[src/hw/rtl/nfpa_pkg.sv]
package nfpa_pkg;

  localparam int NUM_PAGES_DEF = 256;
  localparam int PAGE_BITS_DEF = 12;

  localparam int ADDR_W   = 32;
  localparam int SIZE_W   = 32;
  localparam int STATUS_W = 3;

  localparam logic [ADDR_W-1:0] HEAP_BASE_RST = 32'hF600_0000;

  typedef logic [STATUS_W-1:0] status_t;

  localparam status_t ST_ALLOCATED = 3'd0;
  localparam status_t ST_NO_SPACE  = 3'd1;
  localparam status_t ST_ZERO_SIZE = 3'd2;
  localparam status_t ST_FREED     = 3'd3;
  localparam status_t ST_IGNORED   = 3'd4;

  localparam logic OP_ALLOC = 1'b0;
  localparam logic OP_FREE  = 1'b1;

  // controller to datapath
  typedef struct packed {
    logic    capture;
    logic    scan_init;
    logic    scan_step;
    logic    mark_step;
    logic    free_init;
    logic    free_step;
    logic    clr_step;
    logic    load_out;
    status_t res;
  } cmd_t;

  // datapath to controller
  typedef struct packed {
    logic is_alloc;
    logic size_zero;
    logic size_big;
    logic free_out;
    logic scan_hit;
    logic scan_miss;
    logic mark_last;
    logic run_zero;
    logic free_last;
    logic clr_last;
  } sts_t;

endpackage

[src/hw/rtl/nfpa_if.sv]
interface nfpa_in_if import nfpa_pkg::*; ();
  logic              valid;
  logic              ready;
  logic              opcode;
  logic [SIZE_W-1:0] size_bytes;
  logic [ADDR_W-1:0] free_address;

  modport source (output valid, opcode, size_bytes, free_address, input ready);
  modport sink   (input valid, opcode, size_bytes, free_address, output ready);
endinterface

interface nfpa_out_if import nfpa_pkg::*; ();
  logic              valid;
  logic              ready;
  status_t           status;
  logic [ADDR_W-1:0] address;

  modport source (output valid, status, address, input ready);
  modport sink   (input valid, status, address, output ready);
endinterface

interface nfpa_cfg_if import nfpa_pkg::*; ();
  logic              valid;
  logic              ready;
  logic [ADDR_W-1:0] heap_base;

  modport source (output valid, heap_base, input ready);
  modport sink   (input valid, heap_base, output ready);
endinterface

[src/hw/rtl/nfpa_ram.sv]
module nfpa_ram #(
  parameter int WIDTH = 1,
  parameter int DEPTH = 2
) (
  input  logic                                  clk,
  input  logic                                  we,
  input  logic [(DEPTH > 1 ? $clog2(DEPTH) : 1)-1:0] waddr,
  input  logic [WIDTH-1:0]                      wdata,
  input  logic [(DEPTH > 1 ? $clog2(DEPTH) : 1)-1:0] raddr,
  output logic [WIDTH-1:0]                      rdata
);

  logic [WIDTH-1:0] mem_r [DEPTH];
  logic [WIDTH-1:0] rdata_r;

  always_ff @(posedge clk) begin
    if (we) begin
      mem_r[waddr] <= wdata;
    end
    rdata_r <= mem_r[raddr];
  end

  assign rdata = rdata_r;

endmodule

[src/hw/rtl/nfpa_dpath.sv]
module nfpa_dpath import nfpa_pkg::*; #(
  parameter int NUM_PAGES = NUM_PAGES_DEF,
  parameter int PAGE_BITS = PAGE_BITS_DEF
) (
  input  logic              clk,
  input  logic              rst_n,
  input  cmd_t              cmd,
  output sts_t              sts,
  input  logic              in_opcode,
  input  logic [SIZE_W-1:0] in_size_bytes,
  input  logic [ADDR_W-1:0] in_free_address,
  input  logic              cfg_we,
  input  logic [ADDR_W-1:0] cfg_heap_base,
  output status_t           out_status,
  output logic [ADDR_W-1:0] out_address
);

  localparam int PW  = (NUM_PAGES > 1) ? $clog2(NUM_PAGES) : 1;
  localparam int CW  = $clog2(NUM_PAGES + 1);
  localparam int PGW = SIZE_W + 1 - PAGE_BITS;
  localparam logic [PW-1:0]     LAST_PAGE = PW'(NUM_PAGES - 1);
  localparam logic [PGW-1:0]    NUM_PGW   = PGW'(NUM_PAGES);
  localparam logic [ADDR_W-1:0] NUM_AW    = ADDR_W'(NUM_PAGES);

  logic [ADDR_W-1:0] heap_base_r;
  logic              opcode_r;
  logic              size_zero_r;
  logic              size_big_r;
  logic              free_out_r;
  logic [CW-1:0]     req_r;
  logic [PW-1:0]     free_idx_r;
  logic [PW-1:0]     nf_r;
  logic [PW-1:0]     eval_r;
  logic [PW-1:0]     start_r;
  logic [CW-1:0]     found_r;
  logic [PW-1:0]     first_r;
  logic [PW-1:0]     walk_r;
  logic [CW-1:0]     cnt_r;
  logic [PW-1:0]     clr_r;
  status_t           out_status_r;
  logic [ADDR_W-1:0] out_address_r;

  logic [PGW-1:0]    pages_w;
  logic [ADDR_W-1:0] diff_w;
  logic [ADDR_W-1:0] page_w;
  logic              used_q;
  logic [CW-1:0]     run_q;
  logic [PW-1:0]     eval_inc;
  logic [CW-1:0]     found_inc;
  logic [PW-1:0]     first_n;
  logic [PW-1:0]     walk_inc;
  logic              hit;

  logic              used_we;
  logic [PW-1:0]     used_waddr;
  logic [PW-1:0]     used_raddr;
  logic              run_we;
  logic [PW-1:0]     run_waddr;
  logic [CW-1:0]     run_wdata;

  // request decode
  assign pages_w = PGW'(in_size_bytes >> PAGE_BITS) + PGW'(|in_size_bytes[PAGE_BITS-1:0]);
  assign diff_w  = in_free_address - heap_base_r;
  assign page_w  = diff_w >> PAGE_BITS;

  // scan step on the page read last cycle
  assign eval_inc  = (eval_r == LAST_PAGE) ? '0 : eval_r + PW'(1);
  assign found_inc = found_r + CW'(1);
  assign first_n   = (!used_q && found_r == '0) ? eval_r : first_r;
  assign hit       = !used_q && (found_inc == req_r);
  assign walk_inc  = (walk_r == LAST_PAGE) ? '0 : walk_r + PW'(1);

  assign used_raddr = cmd.scan_init ? nf_r : eval_inc;

  always_comb begin
    used_we    = cmd.clr_step | cmd.mark_step | cmd.free_step;
    used_waddr = cmd.clr_step ? clr_r : walk_r;
    run_we     = cmd.clr_step | cmd.free_step | (cmd.mark_step && walk_r == first_r);
    run_waddr  = free_idx_r;
    run_wdata  = '0;
    if (cmd.clr_step) begin
      run_waddr = clr_r;
    end else if (cmd.mark_step) begin
      run_waddr = first_r;
      run_wdata = req_r;
    end
  end

  nfpa_ram #(.WIDTH(1), .DEPTH(NUM_PAGES)) u_used_ram (
    .clk   (clk),
    .we    (used_we),
    .waddr (used_waddr),
    .wdata (cmd.mark_step),
    .raddr (used_raddr),
    .rdata (used_q)
  );

  nfpa_ram #(.WIDTH(CW), .DEPTH(NUM_PAGES)) u_run_ram (
    .clk   (clk),
    .we    (run_we),
    .waddr (run_waddr),
    .wdata (run_wdata),
    .raddr (free_idx_r),
    .rdata (run_q)
  );

  always_ff @(posedge clk) begin
    if (!rst_n) begin
      heap_base_r <= HEAP_BASE_RST;
      nf_r        <= '0;
      clr_r       <= '0;
    end else begin
      if (cfg_we) begin
        heap_base_r <= cfg_heap_base;
      end
      if (cmd.clr_step) begin
        clr_r <= (clr_r == LAST_PAGE) ? '0 : clr_r + PW'(1);
      end
      if (cmd.mark_step) begin
        nf_r <= walk_inc;
      end
    end
  end

  always_ff @(posedge clk) begin
    if (cmd.capture) begin
      opcode_r    <= in_opcode;
      size_zero_r <= (in_size_bytes == '0);
      size_big_r  <= (pages_w > NUM_PGW);
      req_r       <= pages_w[CW-1:0];
      free_out_r  <= (in_free_address < heap_base_r) || (page_w >= NUM_AW);
      free_idx_r  <= page_w[PW-1:0];
    end
    if (cmd.scan_init) begin
      eval_r  <= nf_r;
      start_r <= nf_r;
      found_r <= '0;
    end else if (cmd.scan_step) begin
      eval_r  <= eval_inc;
      found_r <= (used_q || eval_r == LAST_PAGE) ? '0 : found_inc;
      first_r <= first_n;
      walk_r  <= first_n;
      cnt_r   <= req_r;
    end
    if (cmd.free_init) begin
      walk_r <= free_idx_r;
      cnt_r  <= run_q;
    end else if (cmd.mark_step || cmd.free_step) begin
      walk_r <= walk_inc;
      cnt_r  <= cnt_r - CW'(1);
    end
    if (cmd.load_out) begin
      out_status_r  <= cmd.res;
      out_address_r <= (cmd.res == ST_ALLOCATED) ?
                       heap_base_r + (ADDR_W'(first_r) << PAGE_BITS) : '0;
    end
  end

  always_comb begin
    sts.is_alloc  = (opcode_r == OP_ALLOC);
    sts.size_zero = size_zero_r;
    sts.size_big  = size_big_r;
    sts.free_out  = free_out_r;
    sts.scan_hit  = hit;
    sts.scan_miss = !hit && (eval_inc == start_r);
    sts.mark_last = (cnt_r == CW'(1));
    sts.run_zero  = (run_q == '0);
    sts.free_last = (cnt_r == CW'(1)) || (walk_r == LAST_PAGE);
    sts.clr_last  = (clr_r == LAST_PAGE);
  end

  assign out_status  = out_status_r;
  assign out_address = out_address_r;

endmodule

[src/hw/rtl/nfpa_ctrl.sv]
module nfpa_ctrl import nfpa_pkg::*; (
  input  logic clk,
  input  logic rst_n,
  input  logic in_valid,
  output logic in_ready,
  output logic out_valid,
  input  logic out_ready,
  output cmd_t cmd,
  input  sts_t sts
);

  localparam logic [3:0] S_CLEAR      = 4'd0;
  localparam logic [3:0] S_IDLE       = 4'd1;
  localparam logic [3:0] S_DECODE     = 4'd2;
  localparam logic [3:0] S_SCAN_START = 4'd3;
  localparam logic [3:0] S_SCAN       = 4'd4;
  localparam logic [3:0] S_MARK       = 4'd5;
  localparam logic [3:0] S_FREE_CHK   = 4'd6;
  localparam logic [3:0] S_RELEASE    = 4'd7;
  localparam logic [3:0] S_DONE       = 4'd8;

  logic [3:0] state_r, state_nxt;
  status_t    res_r, res_nxt;
  logic       out_valid_r, out_valid_nxt;
  logic       out_free;

  assign out_free = !out_valid_r || out_ready;
  assign in_ready = (state_r == S_IDLE);

  always_comb begin
    state_nxt     = state_r;
    res_nxt       = res_r;
    cmd           = '0;
    cmd.res       = res_r;
    unique case (state_r)
      S_CLEAR: begin
        cmd.clr_step = 1'b1;
        if (sts.clr_last) state_nxt = S_IDLE;
      end
      S_IDLE: begin
        if (in_valid) begin
          cmd.capture = 1'b1;
          state_nxt   = S_DECODE;
        end
      end
      S_DECODE: begin
        if (sts.is_alloc) begin
          if (sts.size_zero) begin
            res_nxt   = ST_ZERO_SIZE;
            state_nxt = S_DONE;
          end else if (sts.size_big) begin
            res_nxt   = ST_NO_SPACE;
            state_nxt = S_DONE;
          end else begin
            state_nxt = S_SCAN_START;
          end
        end else if (sts.free_out) begin
          res_nxt   = ST_IGNORED;
          state_nxt = S_DONE;
        end else begin
          state_nxt = S_FREE_CHK;
        end
      end
      S_SCAN_START: begin
        cmd.scan_init = 1'b1;
        state_nxt     = S_SCAN;
      end
      S_SCAN: begin
        cmd.scan_step = 1'b1;
        if (sts.scan_hit) begin
          state_nxt = S_MARK;
        end else if (sts.scan_miss) begin
          res_nxt   = ST_NO_SPACE;
          state_nxt = S_DONE;
        end
      end
      S_MARK: begin
        cmd.mark_step = 1'b1;
        if (sts.mark_last) begin
          res_nxt   = ST_ALLOCATED;
          state_nxt = S_DONE;
        end
      end
      S_FREE_CHK: begin
        if (sts.run_zero) begin
          res_nxt   = ST_IGNORED;
          state_nxt = S_DONE;
        end else begin
          cmd.free_init = 1'b1;
          state_nxt     = S_RELEASE;
        end
      end
      S_RELEASE: begin
        cmd.free_step = 1'b1;
        if (sts.free_last) begin
          res_nxt   = ST_FREED;
          state_nxt = S_DONE;
        end
      end
      S_DONE: begin
        // hold until the output register can take the word
        if (out_free) begin
          cmd.load_out = 1'b1;
          state_nxt    = S_IDLE;
        end
      end
      default: state_nxt = S_IDLE;
    endcase
  end

  always_comb begin
    out_valid_nxt = out_valid_r;
    if (cmd.load_out) begin
      out_valid_nxt = 1'b1;
    end else if (out_ready) begin
      out_valid_nxt = 1'b0;
    end
  end

  always_ff @(posedge clk) begin
    if (!rst_n) begin
      state_r     <= S_CLEAR;
      res_r       <= ST_IGNORED;
      out_valid_r <= 1'b0;
    end else begin
      state_r     <= state_nxt;
      res_r       <= res_nxt;
      out_valid_r <= out_valid_nxt;
    end
  end

  assign out_valid = out_valid_r;

  a_no_overwrite: assert property (@(posedge clk) disable iff (!rst_n)
    cmd.load_out |-> (!out_valid_r || out_ready))
    else $error("result loaded over a pending word");

  a_hit_marks: assert property (@(posedge clk) disable iff (!rst_n)
    (state_r == S_SCAN && sts.scan_hit) |=> (state_r == S_MARK))
    else $error("scan hit did not start marking");

  a_one_write: assert property (@(posedge clk) disable iff (!rst_n)
    $onehot0({cmd.clr_step, cmd.mark_step, cmd.free_step, cmd.scan_step}))
    else $error("conflicting datapath steps");

  a_accept_decode: assert property (@(posedge clk) disable iff (!rst_n)
    (in_valid && in_ready) |=> (state_r == S_DECODE && !in_ready))
    else $error("accepted word not decoded");

  a_clear_blocks: assert property (@(posedge clk) disable iff (!rst_n)
    (state_r == S_CLEAR) |-> (!cmd.capture && !out_valid_r))
    else $error("activity during clearing pass");

endmodule

[src/hw/rtl/next_fit_page_allocator.sv]
// Next-fit page allocator.
// in_ carries one request word: opcode (allocate or free), size_bytes and
// free_address. out_ returns one word per request: status and address.
// cfg_ writes heap_base; the user must write only while the block is idle,
// which the block itself does not enforce. cfg_.ready is always high and the
// page state is kept across a base change. After reset the block sweeps both
// page tables with in_.ready low; the base returns to its reset value.
// Allocate: accept, decode and scan start, then one page of the used map per
// cycle from the next-fit pointer (up to NUM_PAGES pages), then one page
// marked per cycle, then a load of the result into the output register.
// Free: accept, decode, a check of the run length, then one page released
// per cycle. Zero-size, oversize and out-of-range requests finish right
// after decode, a free of a page with no run after the run check. in_.ready
// returns in the cycle after the result is loaded.
// The used-bit RAM read port, one page a cycle, sets the scan rate.
// One request is in work at a time. The result sits in an output register,
// so the next request is taken while out_ waits; if out_ stays stalled the
// block holds the following result and stops taking requests.
module next_fit_page_allocator import nfpa_pkg::*; #(
  parameter int NUM_PAGES = NUM_PAGES_DEF,
  parameter int PAGE_BITS = PAGE_BITS_DEF
) (
  input  logic              clk,
  input  logic              rst_n,
  nfpa_in_if.sink           in_,
  nfpa_out_if.source        out_,
  nfpa_cfg_if.sink          cfg_
);

  cmd_t cmd;
  sts_t sts;

  assign cfg_.ready = 1'b1;

  nfpa_ctrl u_ctrl (
    .clk       (clk),
    .rst_n     (rst_n),
    .in_valid  (in_.valid),
    .in_ready  (in_.ready),
    .out_valid (out_.valid),
    .out_ready (out_.ready),
    .cmd       (cmd),
    .sts       (sts)
  );

  nfpa_dpath #(
    .NUM_PAGES (NUM_PAGES),
    .PAGE_BITS (PAGE_BITS)
  ) u_dpath (
    .clk             (clk),
    .rst_n           (rst_n),
    .cmd             (cmd),
    .sts             (sts),
    .in_opcode       (in_.opcode),
    .in_size_bytes   (in_.size_bytes),
    .in_free_address (in_.free_address),
    .cfg_we          (cfg_.valid),
    .cfg_heap_base   (cfg_.heap_base),
    .out_status      (out_.status),
    .out_address     (out_.address)
  );

endmodule
[src/flat_wrapper.sv]
// flat-port wrapper written by rule: the top's interface ports become plain ports
module next_fit_page_allocator_flat import nfpa_pkg::*;
#(
  parameter int NUM_PAGES = NUM_PAGES_DEF,
  parameter int PAGE_BITS = PAGE_BITS_DEF
)
  (clk, rst_n, in__valid, in__opcode, in__size_bytes, in__free_address, in__ready, out__valid, out__status, out__address, out__ready, cfg__valid, cfg__heap_base, cfg__ready);
  nfpa_in_if in__i ();
  nfpa_out_if out__i ();
  nfpa_cfg_if cfg__i ();
  input  logic clk;
  input  logic rst_n;
  input wire logic [$bits(in__i.valid)-1:0] in__valid;
  input wire logic [$bits(in__i.opcode)-1:0] in__opcode;
  input wire logic [$bits(in__i.size_bytes)-1:0] in__size_bytes;
  input wire logic [$bits(in__i.free_address)-1:0] in__free_address;
  output wire logic [$bits(in__i.ready)-1:0] in__ready;
  output wire logic [$bits(out__i.valid)-1:0] out__valid;
  output wire logic [$bits(out__i.status)-1:0] out__status;
  output wire logic [$bits(out__i.address)-1:0] out__address;
  input wire logic [$bits(out__i.ready)-1:0] out__ready;
  input wire logic [$bits(cfg__i.valid)-1:0] cfg__valid;
  input wire logic [$bits(cfg__i.heap_base)-1:0] cfg__heap_base;
  output wire logic [$bits(cfg__i.ready)-1:0] cfg__ready;
  assign in__i.valid = in__valid;
  assign in__i.opcode = in__opcode;
  assign in__i.size_bytes = in__size_bytes;
  assign in__i.free_address = in__free_address;
  assign in__ready = in__i.ready;
  assign out__valid = out__i.valid;
  assign out__status = out__i.status;
  assign out__address = out__i.address;
  assign out__i.ready = out__ready;
  assign cfg__i.valid = cfg__valid;
  assign cfg__i.heap_base = cfg__heap_base;
  assign cfg__ready = cfg__i.ready;
  next_fit_page_allocator #(.NUM_PAGES(NUM_PAGES), .PAGE_BITS(PAGE_BITS)) u_core (.clk(clk), .rst_n(rst_n), .in_(in__i), .out_(out__i), .cfg_(cfg__i));
endmodule
[config.mk]
export PLATFORM = sky130hd
export DESIGN_NAME = next_fit_page_allocator_flat
export DESIGN_NICKNAME = d
export VERILOG_FILES = /design/src/hw/rtl/nfpa_pkg.sv /design/src/hw/rtl/nfpa_if.sv /design/src/hw/rtl/nfpa_ram.sv /design/src/hw/rtl/nfpa_dpath.sv /design/src/hw/rtl/nfpa_ctrl.sv /design/src/hw/rtl/next_fit_page_allocator.sv /design/src/flat_wrapper.sv
export SDC_FILE = /design/constraint.sdc
export NUM_CORES = 2
export LEC_CHECK = 0
export ABC_CLOCK_PERIOD_IN_PS = 10900
export BUFFER_PORTS_ARGS = -buffer_cell sky130_fd_sc_hd__buf_2
export CAP_MARGIN = 10
export CORE_AREA = 2 2 348 608
export DETAILED_ROUTE_END_ITERATION = 16
export DIE_AREA = 0 0 350 610
export PLACE_DENSITY = 0.68
export SLEW_MARGIN = 20
export SYNTH_ARGS = -nofsm -noshare
export SYNTH_HDL_FRONTEND = slang
export SYNTH_SLANG_ARGS = --single-unit
[constraint.sdc]
create_clock -name clk -period 10.9 [get_ports clk]
set_input_delay 1.635 -clock clk [delete_from_list [all_inputs] [get_ports clk]]
set_output_delay 1.635 -clock clk [all_outputs]
set_load 0.02 [all_outputs]
==> flow_summary.json <==
{
  "status": "finished, final reports clean",
  "grt_pass1_wl_um": 392000,
  "crit_type": "reg -> reg",
  "synth_edf_count": 2657,
  "period_share": 0.599,
  "die_area_um2": 214000,
  "final_common_cell": "edfxtp_1",
  "drt-total-wl_um": 274000,
  "drc": 0,
  "crit_path_max_fanout": 157,
  "min_path_type": "reg -> reg",
  "cts_setup_buffers": 0,
  "path_clk_slew_ns": 0.07,
  "crit_path_end_kind": "flop",
  "fin_skew_ns": 0.0388,
  "synth_flop_cell": "edfxtp_1",
  "vias": 54700,
  "hold_viol_final": 0,
  "grt_start_max_net_pins": 183,
  "areaGrowthSynthToFinish_pct": 10.2,
  "grt-ovfl-total": 0,
  "syn-num-nets": 5826,
  "async_reset_ff_frac": 0,
  "worstPathArrival_ns": 7.02,
  "setup_tns_ns": 0,
  "slew_headroom": 0.213,
  "fin_util": 0.581,
  "drv_cap": 0,
  "ctsHoldBuffers": 0,
  "hpwl_um": 170000,
  "core_area_um2": 209000,
  "dp_slack_ns": 4.25,
  "num-nets-final": 5945,
  "maxSlewViolCount": 0,
  "seq_area_frac_synth": 0.739,
  "final_cell_mix": "edfxtp_1 (2,657), mux4_2 (775), nor2_1 (622), nand2_1 (312), clkbuf_16 (225)",
  "n_fill_cell": 15000,
  "first_global_vias": 55400,
  "via_per_inst": 6.23,
  "cts.sink_count": 2732,
  "tightest_slew_ns": 1.17,
  "antenna_found_initial": 12,
  "cts_buffer_depth": 4,
  "syn_area_per_cell_um2": 19.4,
  "dp.cells": 8369,
  "ctsRootBufferMaster": "clkbuf_16",
  "cts_tree": "yes",
  "rsz0062_at_grt": "no",
  "crit_path_start_kind": "flop",
  "synthCells": 5675,
  "grt_use_total": 0.257,
  "fmax_ghz": 0.153,
  "ys_seq_elements": 2732,
  "wl_per_cell_um": 31.1,
  "yosysWarnings": 0,
  "vdd.ir_drop.worst_mv": 0.142,
  "rows": 222,
  "clk_latency_ns": 0.88,
  "gp_congestion": 0.870,
  "total_leakage_power_nw": 36.1,
  "num_io_pins": 140,
  "io_buffers": 138,
  "setup_viol": 0,
  "htreeDepth": 4,
  "drt_iter0_markers": 6231,
  "drtAntennaViolNets": 0,
  "final-instance-count-excl-fill": 8784,
  "ys_types": 72,
  "die_y_um": 610,
  "drive_above_1_share": 0.232,
  "cts_buffers": 223,
  "crit_required_ns": 11.39,
  "power_density_nw_per_um2": 204,
  "final.setup.worst_slack_ns": 4.37,
  "drtPass1Iterations": 6,
  "netlist_area_um2": 110000,
  "die_w_um": 350,
  "post_cts_resized": 0,
  "start_util": 0.527,
  "min_period_ns": 6.53
}
[flip-flops by register name, indices dropped and copies added (netlist names)]
signal	cells
u_core.u_dpath.out_status	3
u_core.u_dpath.free_out_r	1
u_core.u_dpath.u_used_ram.mem_r	256
u_core.u_dpath.nf_r	8
u_core.u_dpath.u_run_ram.rdata	9
u_core.u_dpath.req_r	9
u_core.u_dpath.clr_r	8
u_core.u_dpath.opcode_r	1
u_core.u_dpath.free_idx_r	8
u_core.u_dpath.start_r	8
u_core.u_dpath.u_run_ram.mem_r	2304
u_core.u_dpath.cnt_r	9
u_core.u_dpath.size_big_r	1
u_core.u_dpath.out_address	32
u_core.u_ctrl.res_r	3
u_core.u_dpath.u_used_ram.rdata	1
u_core.u_dpath.walk_r	8
u_core.u_ctrl.state_r	4
u_core.u_dpath.first_r	8
u_core.u_ctrl.out_valid	1
u_core.u_dpath.eval_r	8
u_core.u_dpath.heap_base_r	32
u_core.u_dpath.size_zero_r	1
u_core.u_dpath.found_r	9
[cell usage after synthesis (58+ instances only)]
cell type     n  area share
clkbuf_1    227      0.0078
mux4_2      775        0.16
buf_2        58      0.0026
nand2_1     324       0.011
mux2i_1      79      0.0072
a21oi_1      90      0.0041
nand3_1      66      0.0030
o21ai_0      76      0.0035
dfxtp_1      75       0.014
nor2_1      624       0.021
edfxtp_1   2657        0.73
inv_1        62      0.0021
[per-layer routing]
layer | GRT usage | routed length (um) | up-vias | share of wire
li1 | - | - | 23100 | -
met1 | 0.299 | 94900 | 28800 | 0.35
met2 | 0.466 | 149000 | 2258 | 0.54
met3 | 0.0292 | 14800 | 557 | 0.054
met4 | 0.130 | 15400 | 0 | 0.056
met5 | 0 | 0 | - | 0
[worst paths after layout]
check / from / to / slack (ns) / depth (start not counted)
max: u_core.u_ctrl.state_r[2] / u_core.u_dpath.u_run_ram.mem_r[200][6] / 4.37 / 9
min: u_core.u_dpath.nf_r[6] / u_core.u_dpath.start_r[6] / 0.48 / 0
max reg2reg: u_core.u_ctrl.state_r[2] / u_core.u_dpath.u_run_ram.mem_r[200][6] / 4.37 / 9
min reg2reg: u_core.u_dpath.nf_r[6] / u_core.u_dpath.start_r[6] / 0.48 / 0
[report_power, final]
group          internal [mW]  total [mW]  switching [mW]  leakage (nW)
clock                   4.56        8.24            3.67          3.56
sequential              11.9        12.1           0.233          23.3
combinational           1.42        4.28            2.85          9.15
total                   17.9        24.7            6.76          36.1
[per-stage QoR]
stage | instance area (um2) | total power [mW] | hold WS (ns)
6_report | 121000 | 24.7 | 0.476
5_1_grt | 121000 | 25.3 | 0.491
4_1_cts | 121000 | 24.8 | 0.483
3_5_place_dp | 114000 | 16.6 | 0.464
3_3_place_gp | 114000 | 16.6 | 0.451
2_1_floorplan | 110000 | 14.9 | 0.430
[worst max-delay path, cell delays in order, from the launching register on]
cell      delay (ns)
dfxtp_1         0.64
nor2b_1         0.59
and2_1          0.47
nand2b_1        0.56
inv_6           0.86
mux2i_1         0.31
o21a_1          0.29
nor2_1          0.79
nand2_1         0.76
nor2_1          0.85
[cell type report]
class,instances,area [um2],area share
Sequential cell,2732,81300,0.671
Multi-Input combinational cell,2555,27200,0.225
Clock buffer,249,5720,0.0472
Tap cell,2800,3500,0.0289
Clock inverter,151,1640,0.0136
Timing Repair Buffer,218,1470,0.0121
Inverter,64,248,0.00205
Antenna cell,15,37.5,0.000310
[cell families after synthesis]
| kind of cell | share of synthesized area |
|---|---|
| adders and majority gates | 0.00564 |
| AOI/OAI and AO/OA | 0.0189 |
| other | 0.0000341 |
| and+or+nand+nor | 0.0485 |
| DFF | 0.739 |
| buffers and inverters | 0.0147 |
| xor gates and xnor gates | 0.00590 |
| muxes | 0.167 |
Note: power is estimated with default switching activity, not from simulation.
